--- config.mk ---
export PLATFORM = sky130hd
export DESIGN_NAME = fvbt_cmd_fifo
export DESIGN_NICKNAME = d
export VERILOG_FILES = /design/src/hdl/fvbt_pkg.sv /design/src/hdl/fvbt_cmd_fifo.sv
export SDC_FILE = /design/constraint.sdc
export NUM_CORES = 1
export LEC_CHECK = 0
export BUFFER_PORTS_ARGS = -buffer_cell sky130_fd_sc_hd__buf_2
export CORE_MARGIN = 5
export CORE_UTILIZATION = 46
export DETAILED_ROUTE_END_ITERATION = 6
export HOLD_SLACK_MARGIN = 0.08
export PLACE_DENSITY = 0.76
export SLEW_MARGIN = 20
export SYNTH_ARGS = -nofsm -noshare
export SYNTH_HDL_FRONTEND = slang
export SYNTH_SLANG_ARGS = --single-unit
--- constraint.sdc ---
create_clock -name clk -period 1.6 [get_ports clk]
set_input_delay 0.08 -clock clk [delete_from_list [all_inputs] [get_ports clk]]
set_output_delay 0.08 -clock clk [all_outputs]
set_load 0.1 [all_outputs]
--- src/hdl/fvbt_pkg.sv ---
// Shared types, constants and four-valued logic functions of the table engine.
package fvbt_pkg;

  localparam int MAX_COLS    = 64;
  localparam int MAX_ROWS    = 64;
  localparam int COUNT_WIDTH = 16;
  localparam int COL_W       = $clog2(MAX_COLS);
  localparam int ROW_W       = $clog2(MAX_ROWS);
  localparam int SIZE_W      = 7;
  localparam int WORD_W      = 2 * MAX_ROWS;

  // Cell values.
  localparam logic [1:0] V_FALSE = 2'd0;
  localparam logic [1:0] V_TRUE  = 2'd1;
  localparam logic [1:0] V_UNDEF = 2'd2;
  localparam logic [1:0] V_ERROR = 2'd3;

  // Actions.
  localparam logic [2:0] ACT_CLEAR = 3'd0;
  localparam logic [2:0] ACT_WRITE = 3'd1;
  localparam logic [2:0] ACT_READ  = 3'd2;
  localparam logic [2:0] ACT_ROWQ  = 3'd3;
  localparam logic [2:0] ACT_COLQ  = 3'd4;

  // Status codes.
  localparam logic [1:0] ST_OK        = 2'd0;
  localparam logic [1:0] ST_NOT_READY = 2'd1;
  localparam logic [1:0] ST_BAD_INDEX = 2'd2;

  // Register indexes.
  localparam logic REG_COLS = 1'b0;
  localparam logic REG_ROWS = 1'b1;

  typedef struct packed {
    logic [2:0]       action;
    logic [COL_W-1:0] col_index;
    logic [ROW_W-1:0] row_index;
    logic [1:0]       cell_in;
  } in_item_t;

  typedef struct packed {
    logic [1:0]  status;
    logic [1:0]  cell_out;
    logic [1:0]  and_fold;
    logic [1:0]  or_fold;
    logic [15:0] true_count;
  } out_item_t;

  typedef enum logic [2:0] {
    CMD_NONE, CMD_CLEAR, CMD_WRITE, CMD_READ, CMD_ROWQ, CMD_COLQ
  } cmd_kind_t;

  // Classified command handed from the front to the back.
  typedef struct packed {
    cmd_kind_t         kind;
    logic [1:0]        status;
    logic [COL_W-1:0]  col;
    logic [ROW_W-1:0]  row;
    logic [1:0]        val;
    logic [SIZE_W-1:0] len;
  } cmd_t;

  typedef enum logic [2:0] {
    S_IDLE, S_CLR, S_RMW, S_FOLD, S_FIN
  } back_state_t;

  function automatic logic [1:0] and4(input logic [1:0] a, input logic [1:0] b);
    logic [1:0] r;
    if (a == V_FALSE || a == V_ERROR) begin
      r = a;
    end else if (b == V_FALSE || b == V_UNDEF || b == V_ERROR) begin
      r = b;
    end else begin
      r = a;
    end
    return r;
  endfunction

  function automatic logic [1:0] or4(input logic [1:0] a, input logic [1:0] b);
    logic [1:0] r;
    if (a == V_TRUE || a == V_ERROR) begin
      r = a;
    end else if (b == V_TRUE || b == V_UNDEF || b == V_ERROR) begin
      r = b;
    end else begin
      r = a;
    end
    return r;
  endfunction

endpackage

--- src/hdl/fvbt_cmd_fifo.sv ---
// Two-entry command queue between the front end and the back end.
module fvbt_cmd_fifo (
  input  logic           clk,
  input  logic           rst,
  input  logic           wr,
  input  fvbt_pkg::cmd_t wdata,
  output logic           full,
  input  logic           rd,
  output logic           empty,
  output fvbt_pkg::cmd_t rdata
);

  fvbt_pkg::cmd_t slots [2];
  logic           wptr;
  logic           rptr;
  logic [1:0]     count;

  assign full  = count == 2'd2;
  assign empty = count == 2'd0;
  assign rdata = slots[rptr];

  // Slot storage.
  always_ff @(posedge clk) begin
    if (wr && !full) begin
      slots[wptr] <= wdata;
    end
  end

  // Pointers and fill count.
  always_ff @(posedge clk) begin
    if (rst) begin
      wptr  <= 1'b0;
      rptr  <= 1'b0;
      count <= 2'd0;
    end else begin
      if (wr && !full) begin
        wptr <= ~wptr;
      end
      if (rd && !empty) begin
        rptr <= ~rptr;
      end
      count <= count + 2'((wr && !full) ? 1 : 0) - 2'((rd && !empty) ? 1 : 0);
    end
  end

endmodule

==> results.cfg <==
[yosys]
synth-seq-cells = 57
synth_area_per_cell_sq_um = 19.5
yosysMostFrequentCell = edfxtp_1
ys_dominant_reg_cell = edfxtp_1
synthesis.yosys.warnings = 0
synth.net_count = 140
asr_flop_ratio_synth_pct = 0
seq_area_frac_synth_pct = 78.8
synth_top_cell_by_area = edfxtp_1
number_of_synthesized_flops_with_an_enable_pin = 52
netlist_top_cells_area = edfxtp_1 (74%), mux2_1 (14%), dfxtp_1 (4.7%)
syn-cell-area_sq_mm = 0.00211
synth_cell_type_count = 21
synth_commonest_cells = edfxtp_1 (52), mux2_1 (26), dfxtp_1 (5), nor2_1 (4), inv_1 (3)
post_synth_inst_count = 108
synthDominantCellAreaShare_pct = 74.0

[power]
p_leak_nw = 1.34
vdd_ir_drop_max_uv = 1440
seq_power_share_pct = 28.2
cellInternalPower_w = 0.00389
power.net_switching_w = 0.00323
clkPwrFrac_pct = 14.6
pwr_density_cell_mw_per_mm2 = 2070
switching_share_pct = 45.4
comb_power_share_pct = 57.2

[layout]
fin_nets = 242
area.sequential_sq_mm = 0.00167
final-instance-count-excl-fill = 266
syn2layout_area_growth_pct = 63.2
num_antenna_cells = 0
finalInstanceArea_sq_mm = 0.00344
layout-drive-gt1-share_pct = 45.3
fill_cell_instance_count_of_the_final_layout = 243
multi_input_combinational_cell_area_sq_um = 483

[sta]
share_of_the_clock_period_used_by_the_worst_path_pct = 100
final.min_clock_period_ns = 1.60
report.final.slew_viol_count = 0
maxClockFrequency_mhz = 625
timing.final.setup_violations = 0
finClkSkew_ns = 0.00580
worst_pin_slew_ns = 0.498
slew-limit-headroom_pct = 67.0
timing.final.hold_violations = 0
fin_tns_setup_ns = 0
rsz0062_at_grt = true
setup_slack_ns = 0.000187
fin_worst_hold_slack_ns = 0.171

[grt]
grt.overflow.total = 0
grt_pass1_vias = 1419
antenna_found_initial = 0
grt_max_degree = 16
track_usage_pct = 15.2
grt_first_pass_wirelength_mm = 6.91

[floorplanning]
core_region_area_sq_mm = 0.00441
initial_utilization_pct = 47.8
die_area_sq_mm = 0.00604
die-height_um = 77.7
die_w_um = 77.7
fp-row-count = 24
pin_count = 58

[place]
instance_area_after_placement_sq_mm = 0.00292
dpl.hpwl_mm = 2.90
gp_weighted_congestion = 0.699
dpl_worst_slack_ns = -0.190
buffer_ports.inserted = 57
place_inst = 220

[flow_run]
max-cap-violations = 0

[clock_network]
largest_buffer_count_on_any_clock_path = 2
worstSkewPairLatency_ns = 0.33
tritoncts = done
htree_levels = 3
numClockSinks = 57
cts_made_buffers = 9
cts_root_buffer = clkbuf_8
cts.clk_slew.worst_paths_ns = 0.06

[worst_setup_path]
criticalPathCategory = flip-flop to flip-flop
timing.critical_path.to_type = flip-flop
critical_path.startpoint_type = flip-flop
critical_path_peak_fanout = 5
worst-endpoint-arrival_ns = 1.82
required_ns = 1.82
setup.reg_to_reg.worst_slack_ns = 0.0002

[route]
finalWirelength_mm = 4.22
drt-initial-drc-count = 45
first_pass_iters = 3
detail_route.drc_violations = 0
route.vias.total = 1264
vias_per_cell = 4.75
ant_nets = 0
routedWlPerCell_um = 15.9

[worst_hold_path]
hold_path_class = input pin to flip-flop

[outcome]
status = complete, no violations
==> worst max-delay path: stages, from the launching register on <==
cell and delay [ns]:
dfxtp_4 0.37, o21a_4 0.23, ha_4 0.26, inv_2 0.04, ha_4 0.16, xor2_2 0.21, and2_4 0.19, nor3_4 0.03
==> area by class of cell <==
cell class	instances	share of cell area (%)
Sequential cell	57	48.5
Clock buffer	10	3.71
Clock inverter	5	0.691
Tap cell	52	1.89
Multi-Input combinational cell	44	14.0
Timing Repair Buffer	94	30.5
Inverter	4	0.691
==> cells in the final DEF, fill, tap and decap left out, types with 2 or more instances in the layout <==
cell	count
buf_12	28
buf_2	31
buf_4	7
clkbuf_8	9
clkinv_2	4
dfxtp_1	3
dfxtp_4	2
dlygate4sd3_1	27
edfxtp_1	52
ha_4	2
mux2_1	26
nor2_1	2
nor2_2	2
==> metrics by stage <==
stage / total power (W) / utilization (%)
finish: 0.00712 / 78.0
global placement: 0.00580 / 66.1
floorplan: 0.00449 / -
global route: 0.00737 / 78.0
detailed placement: 0.00587 / 66.1
CTS: 0.00710 / 77.1
==> power by group through the flow <==
| stage | registers, W | logic [W] | clock network [W] |
|---|---|---|---|
| 6_report | 0.00201 | 0.00407 | 0.00104 |
| 5_1_grt | 0.00203 | 0.00420 | 0.00114 |
| 4_1_cts | 0.00200 | 0.00402 | 0.00107 |
| 3_5_place_dp | 0.00202 | 0.00386 | 0 |
| 3_3_place_gp | 0.00200 | 0.00380 | 0 |
| 2_1_floorplan | 0.00199 | 0.00250 | 0 |
==> kinds of logic after synthesis <==
kind of cell,count (synthesis),share of synthesized area (%)
xor+xnor,2,0.831
compound gates,3,0.889
fa+ha+maj,2,1.19
simple gates,11,2.79
flops,57,78.8
mux,26,13.9
buf+inv,7,1.66
==> state kept, by name (all words and copies together) (netlist names), named ones only <==
signal / cells
count: 2
wptr: 1
rptr: 1
slots: 52
==> final timing paths <==
check / endpoint / depth (start not counted) / startpoint
min: wptr$_SDFFE_PP0P_ / 4 / wr
min reg2reg: wptr$_SDFFE_PP0P_ / 2 / wptr$_SDFFE_PP0P_
max reg2reg: count[1]$_SDFF_PP0_ / 7 / count[1]$_SDFF_PP0_
max: count[1]$_SDFF_PP0_ / 7 / count[1]$_SDFF_PP0_
==> what timing repair did <==
item                                    CTS  global route
endpoints found under the hold margin    57             0
hold buffers                             27             0
setup buffers                             3             1
gates resized for setup                  10             7
endpoints found under the setup margin   12             7
pin swaps                                 3             4
==> layer usage <==
| metal | share of wire [%] | vias up | GRT usage, % |
|---|---|---|---|
| li1 | - | 612 | - |
| met1 | 38 | 607 | 16.3 |
| met2 | 55 | 38 | 25.5 |
| met3 | 4.9 | 7 | 5.44 |
| met4 | 2.2 | 0 | 9.45 |
| met5 | 0 | - | 0 |
Power figures use the tool's default switching activity.
