--- src/hdl/fvbt_pkg.sv ---
// Shared types, constants and four-valued logic functions of the table engine.
package fvbt_pkg;

  localparam int MAX_COLS    = 64;
  localparam int MAX_ROWS    = 64;
  localparam int COUNT_WIDTH = 16;
  localparam int COL_W       = $clog2(MAX_COLS);
  localparam int ROW_W       = $clog2(MAX_ROWS);
  localparam int SIZE_W      = 7;
  localparam int WORD_W      = 2 * MAX_ROWS;

  // Cell values.
  localparam logic [1:0] V_FALSE = 2'd0;
  localparam logic [1:0] V_TRUE  = 2'd1;
  localparam logic [1:0] V_UNDEF = 2'd2;
  localparam logic [1:0] V_ERROR = 2'd3;

  // Actions.
  localparam logic [2:0] ACT_CLEAR = 3'd0;
  localparam logic [2:0] ACT_WRITE = 3'd1;
  localparam logic [2:0] ACT_READ  = 3'd2;
  localparam logic [2:0] ACT_ROWQ  = 3'd3;
  localparam logic [2:0] ACT_COLQ  = 3'd4;

  // Status codes.
  localparam logic [1:0] ST_OK        = 2'd0;
  localparam logic [1:0] ST_NOT_READY = 2'd1;
  localparam logic [1:0] ST_BAD_INDEX = 2'd2;

  // Register indexes.
  localparam logic REG_COLS = 1'b0;
  localparam logic REG_ROWS = 1'b1;

  typedef struct packed {
    logic [2:0]       action;
    logic [COL_W-1:0] col_index;
    logic [ROW_W-1:0] row_index;
    logic [1:0]       cell_in;
  } in_item_t;

  typedef struct packed {
    logic [1:0]  status;
    logic [1:0]  cell_out;
    logic [1:0]  and_fold;
    logic [1:0]  or_fold;
    logic [15:0] true_count;
  } out_item_t;

  typedef enum logic [2:0] {
    CMD_NONE, CMD_CLEAR, CMD_WRITE, CMD_READ, CMD_ROWQ, CMD_COLQ
  } cmd_kind_t;

  // Classified command handed from the front to the back.
  typedef struct packed {
    cmd_kind_t         kind;
    logic [1:0]        status;
    logic [COL_W-1:0]  col;
    logic [ROW_W-1:0]  row;
    logic [1:0]        val;
    logic [SIZE_W-1:0] len;
  } cmd_t;

  typedef enum logic [2:0] {
    S_IDLE, S_CLR, S_RMW, S_FOLD, S_FIN
  } back_state_t;

  function automatic logic [1:0] and4(input logic [1:0] a, input logic [1:0] b);
    logic [1:0] r;
    if (a == V_FALSE || a == V_ERROR) begin
      r = a;
    end else if (b == V_FALSE || b == V_UNDEF || b == V_ERROR) begin
      r = b;
    end else begin
      r = a;
    end
    return r;
  endfunction

  function automatic logic [1:0] or4(input logic [1:0] a, input logic [1:0] b);
    logic [1:0] r;
    if (a == V_TRUE || a == V_ERROR) begin
      r = a;
    end else if (b == V_TRUE || b == V_UNDEF || b == V_ERROR) begin
      r = b;
    end else begin
      r = a;
    end
    return r;
  endfunction

endpackage

--- src/hdl/fvbt_front.sv ---
// Front end: configuration registers, ready flag, active sizes and classification.
module fvbt_front (
  input  logic                  clk,
  input  logic                  rst,
  input  logic                  cfg_we,
  input  logic                  cfg_index,
  input  logic [6:0]            cfg_data,
  input  logic                  accept,
  input  fvbt_pkg::in_item_t    item,
  output fvbt_pkg::cmd_t        cmd
);

  logic [6:0]                  columns_in_use;
  logic [6:0]                  rows_in_use;
  logic                        table_ready;
  logic [fvbt_pkg::SIZE_W-1:0] active_cols;
  logic [fvbt_pkg::SIZE_W-1:0] active_rows;
  logic [fvbt_pkg::SIZE_W-1:0] clamp_cols;
  logic [fvbt_pkg::SIZE_W-1:0] clamp_rows;
  logic                        bad_col;
  logic                        bad_row;

  // Sizes latched by a clear: zero counts as one, large values stop at the table size.
  always_comb begin
    if (columns_in_use == '0) begin
      clamp_cols = fvbt_pkg::SIZE_W'(1);
    end else if (columns_in_use > fvbt_pkg::SIZE_W'(fvbt_pkg::MAX_COLS)) begin
      clamp_cols = fvbt_pkg::SIZE_W'(fvbt_pkg::MAX_COLS);
    end else begin
      clamp_cols = columns_in_use;
    end
    if (rows_in_use == '0) begin
      clamp_rows = fvbt_pkg::SIZE_W'(1);
    end else if (rows_in_use > fvbt_pkg::SIZE_W'(fvbt_pkg::MAX_ROWS)) begin
      clamp_rows = fvbt_pkg::SIZE_W'(fvbt_pkg::MAX_ROWS);
    end else begin
      clamp_rows = rows_in_use;
    end
  end

  // Configuration writes and the state that a clear sets.
  always_ff @(posedge clk) begin
    if (rst) begin
      columns_in_use <= 7'd64;
      rows_in_use    <= 7'd64;
      table_ready    <= 1'b0;
      active_cols    <= '0;
      active_rows    <= '0;
    end else begin
      if (cfg_we && cfg_index == fvbt_pkg::REG_COLS) begin
        columns_in_use <= cfg_data;
      end
      if (cfg_we && cfg_index == fvbt_pkg::REG_ROWS) begin
        rows_in_use <= cfg_data;
      end
      if (accept && item.action == fvbt_pkg::ACT_CLEAR) begin
        table_ready <= 1'b1;
        active_cols <= clamp_cols;
        active_rows <= clamp_rows;
      end
    end
  end

  // Classify the incoming item; not ready is checked before the index.
  always_comb begin
    bad_col    = {1'b0, item.col_index} >= active_cols;
    bad_row    = {1'b0, item.row_index} >= active_rows;
    cmd.kind   = fvbt_pkg::CMD_NONE;
    cmd.status = fvbt_pkg::ST_OK;
    cmd.col    = item.col_index;
    cmd.row    = item.row_index;
    cmd.val    = item.cell_in;
    cmd.len    = active_cols;
    case (item.action)
      fvbt_pkg::ACT_CLEAR: begin
        cmd.kind = fvbt_pkg::CMD_CLEAR;
      end
      fvbt_pkg::ACT_WRITE, fvbt_pkg::ACT_READ: begin
        if (!table_ready) begin
          cmd.status = fvbt_pkg::ST_NOT_READY;
        end else if (bad_col || bad_row) begin
          cmd.status = fvbt_pkg::ST_BAD_INDEX;
        end else if (item.action == fvbt_pkg::ACT_WRITE) begin
          cmd.kind = fvbt_pkg::CMD_WRITE;
        end else begin
          cmd.kind = fvbt_pkg::CMD_READ;
        end
      end
      fvbt_pkg::ACT_ROWQ: begin
        if (!table_ready) begin
          cmd.status = fvbt_pkg::ST_NOT_READY;
        end else if (bad_row) begin
          cmd.status = fvbt_pkg::ST_BAD_INDEX;
        end else begin
          cmd.kind = fvbt_pkg::CMD_ROWQ;
        end
      end
      fvbt_pkg::ACT_COLQ: begin
        cmd.len = active_rows;
        if (!table_ready) begin
          cmd.status = fvbt_pkg::ST_NOT_READY;
        end else if (bad_col) begin
          cmd.status = fvbt_pkg::ST_BAD_INDEX;
        end else begin
          cmd.kind = fvbt_pkg::CMD_COLQ;
        end
      end
      default: begin
        cmd.kind = fvbt_pkg::CMD_NONE;
      end
    endcase
  end

endmodule

--- config.mk ---
export PLATFORM = sky130hd
export DESIGN_NAME = fvbt_front
export DESIGN_NICKNAME = d
export VERILOG_FILES = /design/src/hdl/fvbt_pkg.sv /design/src/hdl/fvbt_front.sv
export SDC_FILE = /design/constraint.sdc
export NUM_CORES = 1
export LEC_CHECK = 0
export BUFFER_PORTS_ARGS = -buffer_cell sky130_fd_sc_hd__buf_2
export CORE_MARGIN = 2
export CORE_UTILIZATION = 54
export CTS_CLUSTER_DIAMETER = 60
export CTS_CLUSTER_SIZE = 12
export DETAILED_ROUTE_END_ITERATION = 12
export GPL_TIMING_DRIVEN = 0
export HOLD_SLACK_MARGIN = 0.1
export PLACE_DENSITY = 0.84
export SYNTH_ARGS = -nofsm -noshare
export SYNTH_HDL_FRONTEND = slang
export SYNTH_SLANG_ARGS = --single-unit
--- constraint.sdc ---
create_clock -name clk -period 2.5 [get_ports clk]
set_input_delay 0.125 -clock clk [delete_from_list [all_inputs] [get_ports clk]]
set_output_delay 0.125 -clock clk [all_outputs]
set_load 0.01 [all_outputs]
==> metrics.md, run 1 <==
| Metric | Value |
|---|---|
| H-Tree Depth | 2 |
| Multi-input gate area | around 930 sq um |
| Synthesized flop and latch total | 29 |
| Iter 0 DRT Violations | 87 |
| Final wirelength | between 3000 and 4000 microns |
| TritonCTS clock tree | yes |
| Mapped Cells | roughly 220 |
| Placer congestion estimate | between 0.8 and 0.9 |
| Run status | finished, final reports clean |
| Seq/Total Area, Yosys | between 30% and 40% |
| Clock sinks | 29 |
| Routed length per instance | around 12 microns |
| Layout fillers | ~260 |
| Fin util | between 70% and 80% |
| Yosys top cell area share | approximately a third |
| Max-cap violations | 0 |
| Final hold slack | ~0.13 ns |
| CP startpoint kind | register |
| Setup Skew | about 0.0032 ns |
| Diode count | 0 |
| Register area | about 580 sq um |
| Crit. End Element | primary output |
| CP arrival | 2.08 ns |
| CTS clk-pin slew, worst paths | ~0.08 ns |
| Critical R2R Launch | columns_in_use[6] |
| Worst IR Drop VDD | 369 uV |
| Vias in the first global route | around 1500 |
| Initial antenna violation count | 0 |
| Final min period | 2.21 ns |
| Grt total ovfl | 0 |
| Ys async rst share | 0% |
| Most used flip-flop cell after synthesis | dfxtp_1 |
| Core Box Area | between 3000 and 4000 sq um |
| Synth Warn # | 0 |
| FP Rows | 20 |
| Root Buffer | clkbuf_4 |
| Proportion of layout cells with a drive suffix above 1 | between 30% and 40% |
| Synth cell types | 38 |
| Post-CTS resize count | 0 |
| Leakage power | 0.000951 uW |
| Final Max Slew Viols | 0 |
| Worst-margin pin slew | between 0.4 and 0.5 ns |
| Total GRT Usage | between 20 and 25% |
| First-pass DRT Iterations | 4 |
| Vias | about 1600 |
| Min-Delay Path Class | in -> reg |
| RSZ-0062 raised after global routing | no |
| DP HPWL | between 2000 and 3000 microns |
| Vias per cell | ~5.1 |
| Synth area leader | dfxtp_1 |
| Launch point of the worst hold path | cfg_index |
| Final Hold Viols | 0 |
| I/O Buffers | between 40 and 50 |
| Die height | between 60 and 70 microns |
| Normalized max-slew margin | a little over two thirds |
| Area grow syn2layout | 24.7% |
| Net Count, Synth | approximately 260 |
| Top post-synthesis cells by area | dfxtp_1 34%, a21oi_1 9.3%, ha_1 8.7%, nand2_1 6.3%, buf_4 6.1% |
| EDFF count, synth | 0 |
| Average cell area after synthesis | between 7 and 8 sq um |
| Worst setup path start | active_rows[4] |
| Die area | 3650 sq um |
| Critical path peak fanout | 3 |
| Nets | 321 |
| Die width | roughly 60 microns |
| WS Path Type | reg -> out |
| ANT nets after route | 0 |
| Most common cell after layout, fill and taps aside | buf_2 |
| Max Buffers Root-to-Sink | 2 |
| Finish-stage setup viols | 0 |
| CTS Buf Count | 5 |
| Critical Path RT | ~2.4 ns |
| IO Count | 55 |
| Max frequency | roughly 450 MHz |
| Pwr per Cell Area | 439 nW/um^2 |
| Initial Util | around 56% |
| Synth Cell Area | ~1700 sq um |
| First-pass GRT wire length | just over 6000 microns |
| Tcrit/Tclk final | between 80% and 90% |
| Largest net degree at the start of global routing | 11 |
| Setup TNS | 0 ns |
| Most frequent cells in the layout | 53 x buf_2, 32 x a21oi_1, 29 x nand2_1, 29 x dfxtp_1, 20 x nor2_1 |
| # DRC | 0 |
| Clock latency on the worst-skew pair | 0.33 ns |
[metal layers]
| layer | wire [microns] | vias up | global-route usage (%) |
|---|---|---|---|
| met2 | 1730 | 67 | 39.6 |
| met3 | 259 | 13 | 5.76 |
| met4 | 112 | 0 | 9.63 |
| met5 | 0 | - | 0 |
| li1 | - | 852 | - |
| met1 | 1650 | 716 | 25.8 |
[stage by stage]
step	instances	total power [uW]	worst slack [ns]	cell area (sq um)
floorplan	217	602	0.873	1720
global placement	310	657	0.727	2020
detailed placement	310	661	0.684	2020
CTS	324	950	0.298	2150
global route	324	996	0.155	2150
finish	324	942	0.293	2150
[cells by family after synthesis]
kind of cell	Yosys count	share of synthesized area (%)
AO/OA/AOI/OAI	47	15.6
adder cells (fa/ha/maj)	12	8.73
buffers and inverters	38	12.1
multiplexers	4	2.47
AND/OR/NAND/NOR	86	26.9
XOR/XNOR	1	0.509
flip-flops	29	33.7
[where the power goes]
group | switching, uW | leakage [uW] | internal, uW
clock network | 149 | 0.0000314 | 132
registers | 8.99 | 0.000236 | 475
logic | 90.2 | 0.000684 | 85.8
total | 249 | 0.000951 | 693
[cell type report]
cell class / count / area share, %
multi-input combinational: 150 / 43.4
inverter: 14 / 2.45
buffer: 24 / 7.23
clock buffer: 7 / 2.57
tap: 44 / 2.57
sequential: 29 / 27.1
timing repair buffer: 56 / 14.7
[worst max-delay path: stages (launching register included)]
cell and delay [ns]:
dfxtp_1 0.34, inv_1 0.05, ha_1 0.29, a211oi_1 0.26, nor3_1 0.12, a211oi_2 0.30, nor2b_1 0.08, nor3_1 0.16
buf_2 0.15
[registers in the layout, indices dropped and copies added (netlist names)]
signal and count:
columns_in_use 7, rows_in_use 7, active_cols 7, active_rows 7
table_ready 1
[cell usage after synthesis, types with 2 or more instances]
master and instances:
ha_1 12, buf_4 14, mux2_2 2, nor3b_2 3
o21ai_0 5, nand3_1 6, a21oi_1 32, nand2b_1 2
nor2_1 20, nor3_1 6, nand2_1 29, a21o_1 2
buf_2 4, inv_1 14, nor3_2 2, dfxtp_1 29
clkbuf_1 4, nor3b_1 8, mux2i_1 2, nor2b_1 3
[path summary, 6_finish.rpt]
path	cells past startpoint	endpoint	slack [ns]
worst max-delay path	8	cmd[23]	0.29
worst min register to register	2	rows_in_use[0]	0.47
worst max register to register	4	active_cols[2]	1.45
worst min-delay path	3	rows_in_use[5]	0.13
[what timing repair did]
action                                  CTS  global route
hold buffers                              7             0
endpoints found under the hold margin    13             0
setup buffers                             0             0
endpoints found under the setup margin    0             0
(Power assumes the default switching activity.)
==> inputs of run 2 (changes only) <==
--- a/config.mk
+++ b/config.mk
@@ -6,6 +6,7 @@
 export NUM_CORES = 1
 export LEC_CHECK = 0
 export BUFFER_PORTS_ARGS = -buffer_cell sky130_fd_sc_hd__buf_2
+export CORE_ASPECT_RATIO = 1.4
 export CORE_MARGIN = 2
 export CORE_UTILIZATION = 54
 export CTS_CLUSTER_DIAMETER = 60
==> run 2 against run 1 <==
Against the previous run:
- sequential share of layout area rose by 0.11 points
- non-clock buffer count shrank 3
- combinational power shrank 3%
==> metrics.md, run 2 (synthesis gave the netlist of run 1 again) <==
| Metric | Value |
|---|---|
| Layout fillers | 277 (was 262) |
| TritonCTS clock tree | yes (unchanged) |
| Routed length per instance | 11.7 microns (was 11.6 microns) |
| Clock latency on the worst-skew pair | 0.28 ns (was 0.33 ns) |
| Placer congestion estimate | 0.753 (was 0.818) |
| Root Buffer | clkbuf_8 (was clkbuf_4) |
| Die height | 70.8 microns (was 60.4 microns) |
| Die area | 3660 sq um (was 3650 sq um) |
| Iter 0 DRT Violations | 22 (was 87) |
| Final min period | 2.11 ns (was 2.21 ns) |
| DP HPWL | 2910 microns (was 2880 microns) |
| Critical Path RT | 2.38 ns (about the same) |
| RSZ-0062 raised after global routing | no (unchanged) |
| First-pass GRT wire length | 6130 microns (was 6180 microns) |
| Max Buffers Root-to-Sink | 2 (unchanged) |
| Final wirelength | 3710 microns (was 3760 microns) |
| Largest net degree at the start of global routing | 11 (unchanged) |
| WS Path Type | reg -> out (unchanged) |
| Pwr per Cell Area | 477 nW/um^2 (was 439 nW/um^2) |
| ANT nets after route | 0 (unchanged) |
| Setup Skew | 0.00253 ns (was 0.00321 ns) |
| H-Tree Depth | 2 (unchanged) |
| Vias | 1587 (was 1648) |
| CP startpoint kind | register (unchanged) |
| Setup WS pre-CTS | 0.704 ns (was 0.684 ns) |
| CTS Buf Count | 5 (unchanged) |
| Max-cap violations | 0 (unchanged) |
| Most common cell after layout, fill and taps aside | buf_2 (unchanged) |
| Die width | 51.7 microns (was 60.4 microns) |
| Leakage power | 0.000952 uW (was 0.000951 uW) |
| First-pass DRT Iterations | 4 (unchanged) |
| Normalized max-slew margin | 68.9% (was 69.4%) |
| Final Max Slew Viols | 0 (unchanged) |
| Area grow syn2layout | 24.2% (was 24.7%) |
| Vias per cell | 5.01 (was 5.09) |
| Finish-stage setup viols | 0 (unchanged) |
| Initial Util | 55.6% (was 56.4%) |
| I/O Buffers | 49 (unchanged) |
| Nets | 318 (was 321) |
| Diode count | 0 (unchanged) |
| Proportion of layout cells with a drive suffix above 1 | 31.3% (was 30.7%) |
| # DRC | 0 (unchanged) |
| Clock sinks | 29 (unchanged) |
| Total power | 1020 uW (was 942 uW) |
| CP arrival | 1.98 ns (was 2.08 ns) |
| Max frequency | 475 MHz (was 453 MHz) |
| IO Count | 55 (unchanged) |
| Vias in the first global route | 1433 (was 1501) |
| Final Hold Viols | 0 (unchanged) |
| Total GRT Usage | 22.4% (was 22.5%) |
| Most frequent cells in the layout | 53 x buf_2, 32 x a21oi_1, 29 x nand2_1, 29 x dfxtp_1, 20 x nor2_1 (unchanged) |
| Tcrit/Tclk final | 84.2% (was 88.3%) |
| Final worst setup slack | 0.394 ns (was 0.293 ns) |
| Worst-margin pin slew | 0.467 ns (was 0.459 ns) |
| FP Rows | 24 (was 20) |
| Critical path peak fanout | 5 (was 3) |
| Initial antenna violation count | 0 (unchanged) |
| Setup TNS | 0 ns (unchanged) |
| Worst IR Drop VDD | 449 uV (was 369 uV) |
| Crit. End Element | primary output (unchanged) |
| Core Box Area | 3090 sq um (was 3050 sq um) |
| Min-Delay Path Class | in -> reg (unchanged) |
| Buffer count from post-CTS setup fixing | 0 (unchanged) |
| Grt total ovfl | 0 (unchanged) |
| Register-to-Register Setup Slack | 1.46 ns (was 1.45 ns) |
| CTS clk-pin slew, worst paths | 0.06 ns (was 0.08 ns) |
| Run status | finished, final reports clean (unchanged) |
-- run 2: cell count changes in the layout (fill, tap and decap cells not counted) --
cell           delta
clkbuf_4          -5
clkbuf_8          +4
clkinv_2          +2
dlygate4sd3_1     -3
-- run 2: what timing repair did --
| item | CTS | global route |
|---|---|---|
| hold buffers | 4 | 0 |
| endpoints found under the setup margin | 0 | 0 |
| resized for setup | 0 | 0 |
| hold endpoints to repair | 4 | 0 |
-- run 2: final timing paths --
check,start,endpoint,cells after the start
max reg2reg,columns_in_use[6],active_cols[5],4
max,active_cols[2],cmd[22],8
min reg2reg,rows_in_use[0],rows_in_use[0],2
min,cfg_data[0],columns_in_use[0],3
-- run 2: worst max-delay path: stages (launching register included) --
cell and delay, ns:
dfxtp_1 0.35, inv_1 0.05, ha_1 0.28, a21o_1 0.16, a31oi_1 0.15, o22a_2 0.23, nor2_1 0.06, o31a_1 0.27
buf_2 0.14
-- run 2: layer usage --
| layer | GRT usage [%] | up-vias | wire length (microns) |
|---|---|---|---|
| met5 | 0 | - | 0 |
| met3 | 5.27 | 7 | 174 |
| met1 | 24.2 | 692 | 1490 |
| met2 | 39.5 | 47 | 1950 |
| met4 | 11.7 | 0 | 97 |
| li1 | - | 841 | - |
-- run 2: where the power goes --
part	switching, uW	internal, uW
registers	8.79	476
clock network	171	192
logic	88.5	82.7
total	268	750
-- run 2: final cells by class --
| cell class | instances | area, sq um | share of cell area, % |
|---|---|---|---|
| clock inverter | 2 | 10.0 | 0.468 |
| sequential | 29 | 581 | 27.2 |
| buffer | 24 | 155 | 7.26 |
| clock buffer | 6 | 72.6 | 3.40 |
| inverter | 14 | 52.6 | 2.46 |
| tap | 39 | 48.8 | 2.28 |
| timing repair buffer | 53 | 285 | 13.3 |
| multi-input combinational | 150 | 932 | 43.6 |
-- run 2: through the flow --
stage | utilization (%) | cell area [sq um] | hold slack (ns) | std cells
after floorplan | - | 1720 | 0.246 | 217
after global placement | 65.1 | 2010 | 0.374 | 305
after detailed placement | 65.1 | 2010 | 0.375 | 305
after CTS | 69.1 | 2140 | 0.102 | 317
after global routing | 69.1 | 2140 | 0.111 | 317
final | 69.1 | 2140 | 0.106 | 317
==> inputs of run 3 (changes only) <==
--- a/config.mk
+++ b/config.mk
@@ -8,13 +8,13 @@
 export BUFFER_PORTS_ARGS = -buffer_cell sky130_fd_sc_hd__buf_2
 export CORE_ASPECT_RATIO = 1.4
 export CORE_MARGIN = 2
-export CORE_UTILIZATION = 54
+export CORE_UTILIZATION = 46
 export CTS_CLUSTER_DIAMETER = 60
 export CTS_CLUSTER_SIZE = 12
 export DETAILED_ROUTE_END_ITERATION = 12
 export GPL_TIMING_DRIVEN = 0
 export HOLD_SLACK_MARGIN = 0.1
-export PLACE_DENSITY = 0.84
+export PLACE_DENSITY = 0.76
 export SYNTH_ARGS = -nofsm -noshare
 export SYNTH_HDL_FRONTEND = slang
 export SYNTH_SLANG_ARGS = --single-unit
==> constraint.sdc (replaced) <==
create_clock -name clk -period 1.8 [get_ports clk]
set_input_delay 0.09 -clock clk [delete_from_list [all_inputs] [get_ports clk]]
set_output_delay 0.09 -clock clk [all_outputs]
set_load 0.01 [all_outputs]
==> run 3 against run 2 <==
Against the previous run:
- the run now ends with setup timing left
- clock skew is 0.00085 ns lower
- non-clock buffer count rose by 8
- via count increased by 4.7%
- register-to-register slack worse by 0.70 ns
- wire length rose by 14%
- flip-flop and latch count unchanged
- core utilization shrank 3.3 points
- first-iteration DRC count rose by 41%
==> metrics.md, run 3 (synthesis gave the netlist of run 1 again) <==
| Metric | Value |
|---|---|
| Critical Path RT | 1.71 ns (was 2.38 ns) |
| Clock sinks | 29 (unchanged) |
| Routed length per instance | 12.9 microns (was 11.7 microns) |
| Critical-path cell list | inv_2 -> ha_4 -> a21o_1 -> a31oi_2 -> o22a_2 -> nor2_2 -> o31a_1 -> buf_2 (was inv_1 -> ha_1 -> a21o_1 -> a31oi_1 -> o22a_2 -> nor2_1 -> o31a_1 -> buf_2) |
| Clock power frac | 42.4% (was 35.6%) |
| Worst IR Drop VDD | 586 uV (was 449 uV) |
| Failing checks | setup timing |
| Worst-margin pin slew | 0.469 ns (was 0.467 ns) |
| CP Buf/Inv Count | 2 (unchanged) |
| Final Hold Viols | 0 (unchanged) |
| Crit. End Element | primary output (unchanged) |
| RSZ-0062 raised after global routing | yes (was no) |
| FF-to-FF path depth | 4 (unchanged) |
| Proportion of layout cells with a drive suffix above 1 | 42.3% (was 31.3%) |
| FP Rows | 26 (was 24) |
| H-Tree Depth | 2 (unchanged) |
| Iter 0 DRT Violations | 31 (was 22) |
| CP delay by family, top | compound AO/OA/AOI/OAI gates (unchanged) |
| CP max stage delay | 0.33 ns (was 0.35 ns) |
| Design area | 2380 sq um (was 2140 sq um) |
| TritonCTS clock tree | yes (unchanged) |
| WS Path Type | reg -> out (unchanged) |
| DP HPWL | 2920 microns (was 2910 microns) |
| Vias per cell | 5.06 (was 5.01) |
| Internal power | 1240 uW (was 750 uW) |
| Nets | 326 (was 318) |
| Flop pwr share | 41.1% (was 47.6%) |
| IO Count | 55 (unchanged) |
| Min-Delay Path Class | in -> reg (unchanged) |
| Die height | 76.4 microns (was 70.8 microns) |
| Final min period | 1.97 ns |
| Endpoint, Worst Hold | rows_in_use[4] (was columns_in_use[0]) |
| Combinational fraction of design power | 16.6% (was 16.8%) |
| Max Buffers Root-to-Sink | 2 (unchanged) |
| I/O Buffers | 49 (unchanged) |
| Placed cell area | 2020 sq um (was 2010 sq um) |
| Initial Util | 47.6% (was 55.6%) |
| Final wirelength | 4220 microns (was 3710 microns) |
| Grt total ovfl | 0 (unchanged) |
| Final worst setup slack | -0.169 ns (was 0.394 ns) |
| R2r endpoint | active_cols[2] (was active_cols[5]) |
| First-pass DRT Iterations | 4 (unchanged) |
| Switching part of the total | 24.0% (was 26.3%) |
| Clock latency on the worst-skew pair | 0.29 ns (was 0.28 ns) |
| Setup Skew | 0.00168 ns (was 0.00253 ns) |
| Core Box Area | 3610 sq um (was 3090 sq um) |
| CTS Buf Count | 5 (unchanged) |
| Max frequency | roughly 500 MHz |
| CP arrival | 1.88 ns (was 1.98 ns) |
| Finish-stage setup viols | 4 (was 0) |
| First-pass GRT wire length | 7070 microns (was 6130 microns) |
| Tcrit/Tclk final | 109% |
| Normalized max-slew margin | 68.7% (was 68.9%) |
| Critical R2R Launch | columns_in_use[6] (unchanged) |
| Placer congestion estimate | 0.777 (was 0.753) |
| Root Buffer | clkbuf_8 (unchanged) |
| Net Sw Power | 393 uW (was 268 uW) |
| Leakage power | 0.00103 uW (was 0.000952 uW) |
| Diode count | 0 (unchanged) |
| Register-to-Register Setup Slack | 0.76 ns (was 1.46 ns) |
| Total GRT Usage | 21.0% (was 22.4%) |
| Crit-path slowest cell | dfxtp_2 (was dfxtp_1) |
| # DRC | 0 (unchanged) |
| Area grow syn2layout | 38.2% (was 24.2%) |
| Launch point of the worst hold path | cfg_index (was cfg_data[0]) |
| Final Max Slew Viols | 0 (unchanged) |
| Vias | 1661 (was 1587) |
| Die area | 4250 sq um (was 3660 sq um) |
| Hold depth | 3 (unchanged) |
| Vias in the first global route | 1584 (was 1433) |
| Max-cap violations | 0 (unchanged) |
| Largest net degree at the start of global routing | 11 (unchanged) |
| ANT nets after route | 0 (unchanged) |
| CP startpoint kind | register (unchanged) |
| Critical path peak fanout | 5 (unchanged) |
| CTS clk-pin slew, worst paths | 0.06 ns (about the same) |
| Die width | 55.7 microns (was 51.7 microns) |
| Most frequent cells in the layout | 53 x buf_2, 31 x a21oi_1, 29 x nand2_1 (was 53 x buf_2, 32 x a21oi_1, 29 x nand2_1, 29 x dfxtp_1, 20 x nor2_1) |
| Initial antenna violation count | 0 (unchanged) |
| Run status | finished with violations (was finished, final reports clean) |
| Setup TNS | -0.510 ns (was 0 ns) |
| Most common cell after layout, fill and taps aside | buf_2 (unchanged) |
| Pwr per Cell Area | 689 nW/um^2 (was 477 nW/um^2) |
-- run 3: how the worst max path moves through the flow --
stage,to,from,slack [ns],depth (start not counted)
after floorplan,cmd[23],active_rows[4],0.21,7
after global placement,cmd[22],active_cols[4],0.04,8
after detailed placement,cmd[22],active_cols[2],0.01,8
after CTS,cmd[22],active_cols[2],-0.14,8
after global routing,cmd[22],active_cols[2],-0.23,8
final,cmd[22],active_cols[2],-0.17,8
-- run 3: worst register-to-register path, stage by stage (launching register included) --
cell	delay [ns]
dfxtp_1	0.30
buf_1	0.34
nor3b_1	0.10
a21oi_1	0.13
nor2_1	0.05
-- run 3: final cells by class --
cell class | instances | area (sq um)
clock buffer | 7 | 86.3
buffer | 24 | 155
timing repair buffer | 61 | 353
inverter | 14 | 52.6
sequential | 29 | 593
clock inverter | 1 | 30.0
multi-input combinational | 150 | 1050
tap | 42 | 52.6
fill | 318 | 1230
-- run 3: repair_timing --
item	in CTS	in global routing
hold buffers	7	0
setup endpoints to repair	4	4
pin swaps	12	2
setup buffers	5	0
gates resized for setup	27	2
endpoints found under the hold margin	13	0
cloned	0	0
-- run 3: metal layers --
layer | track usage [%] | part of all wire, % | wire length [microns] | vias up
met5 | 0 | 0 | 0 | -
met4 | 8.78 | 2.4 | 102 | 0
met3 | 4.58 | 5.5 | 230 | 9
met2 | 37.5 | 52 | 2210 | 49
met1 | 23.5 | 40 | 1670 | 747
li1 | - | - | - | 856
-- run 3: stage by stage --
step | hold slack [ns] | power, uW | utilization [%] | setup WS (ns) | cells
3_5_place_dp | 0.344 | 919 | 55.9 | 0.0107 | 308
2_1_floorplan | 0.211 | 836 | - | 0.208 | 217
5_1_grt | 0.160 | 1710 | 65.8 | -0.228 | 328
6_report | 0.144 | 1640 | 65.8 | -0.169 | 328
4_1_cts | 0.136 | 1640 | 65.6 | -0.144 | 328
3_3_place_gp | 0.343 | 914 | 55.9 | 0.0429 | 308
-- run 3: power by group through the flow --
stage	registers, uW	logic [uW]	clock network, uW
6_report	673	271	694
5_1_grt	675	302	732
3_5_place_dp	687	232	0
3_3_place_gp	686	228	0
4_1_cts	673	268	702
2_1_floorplan	683	153	0
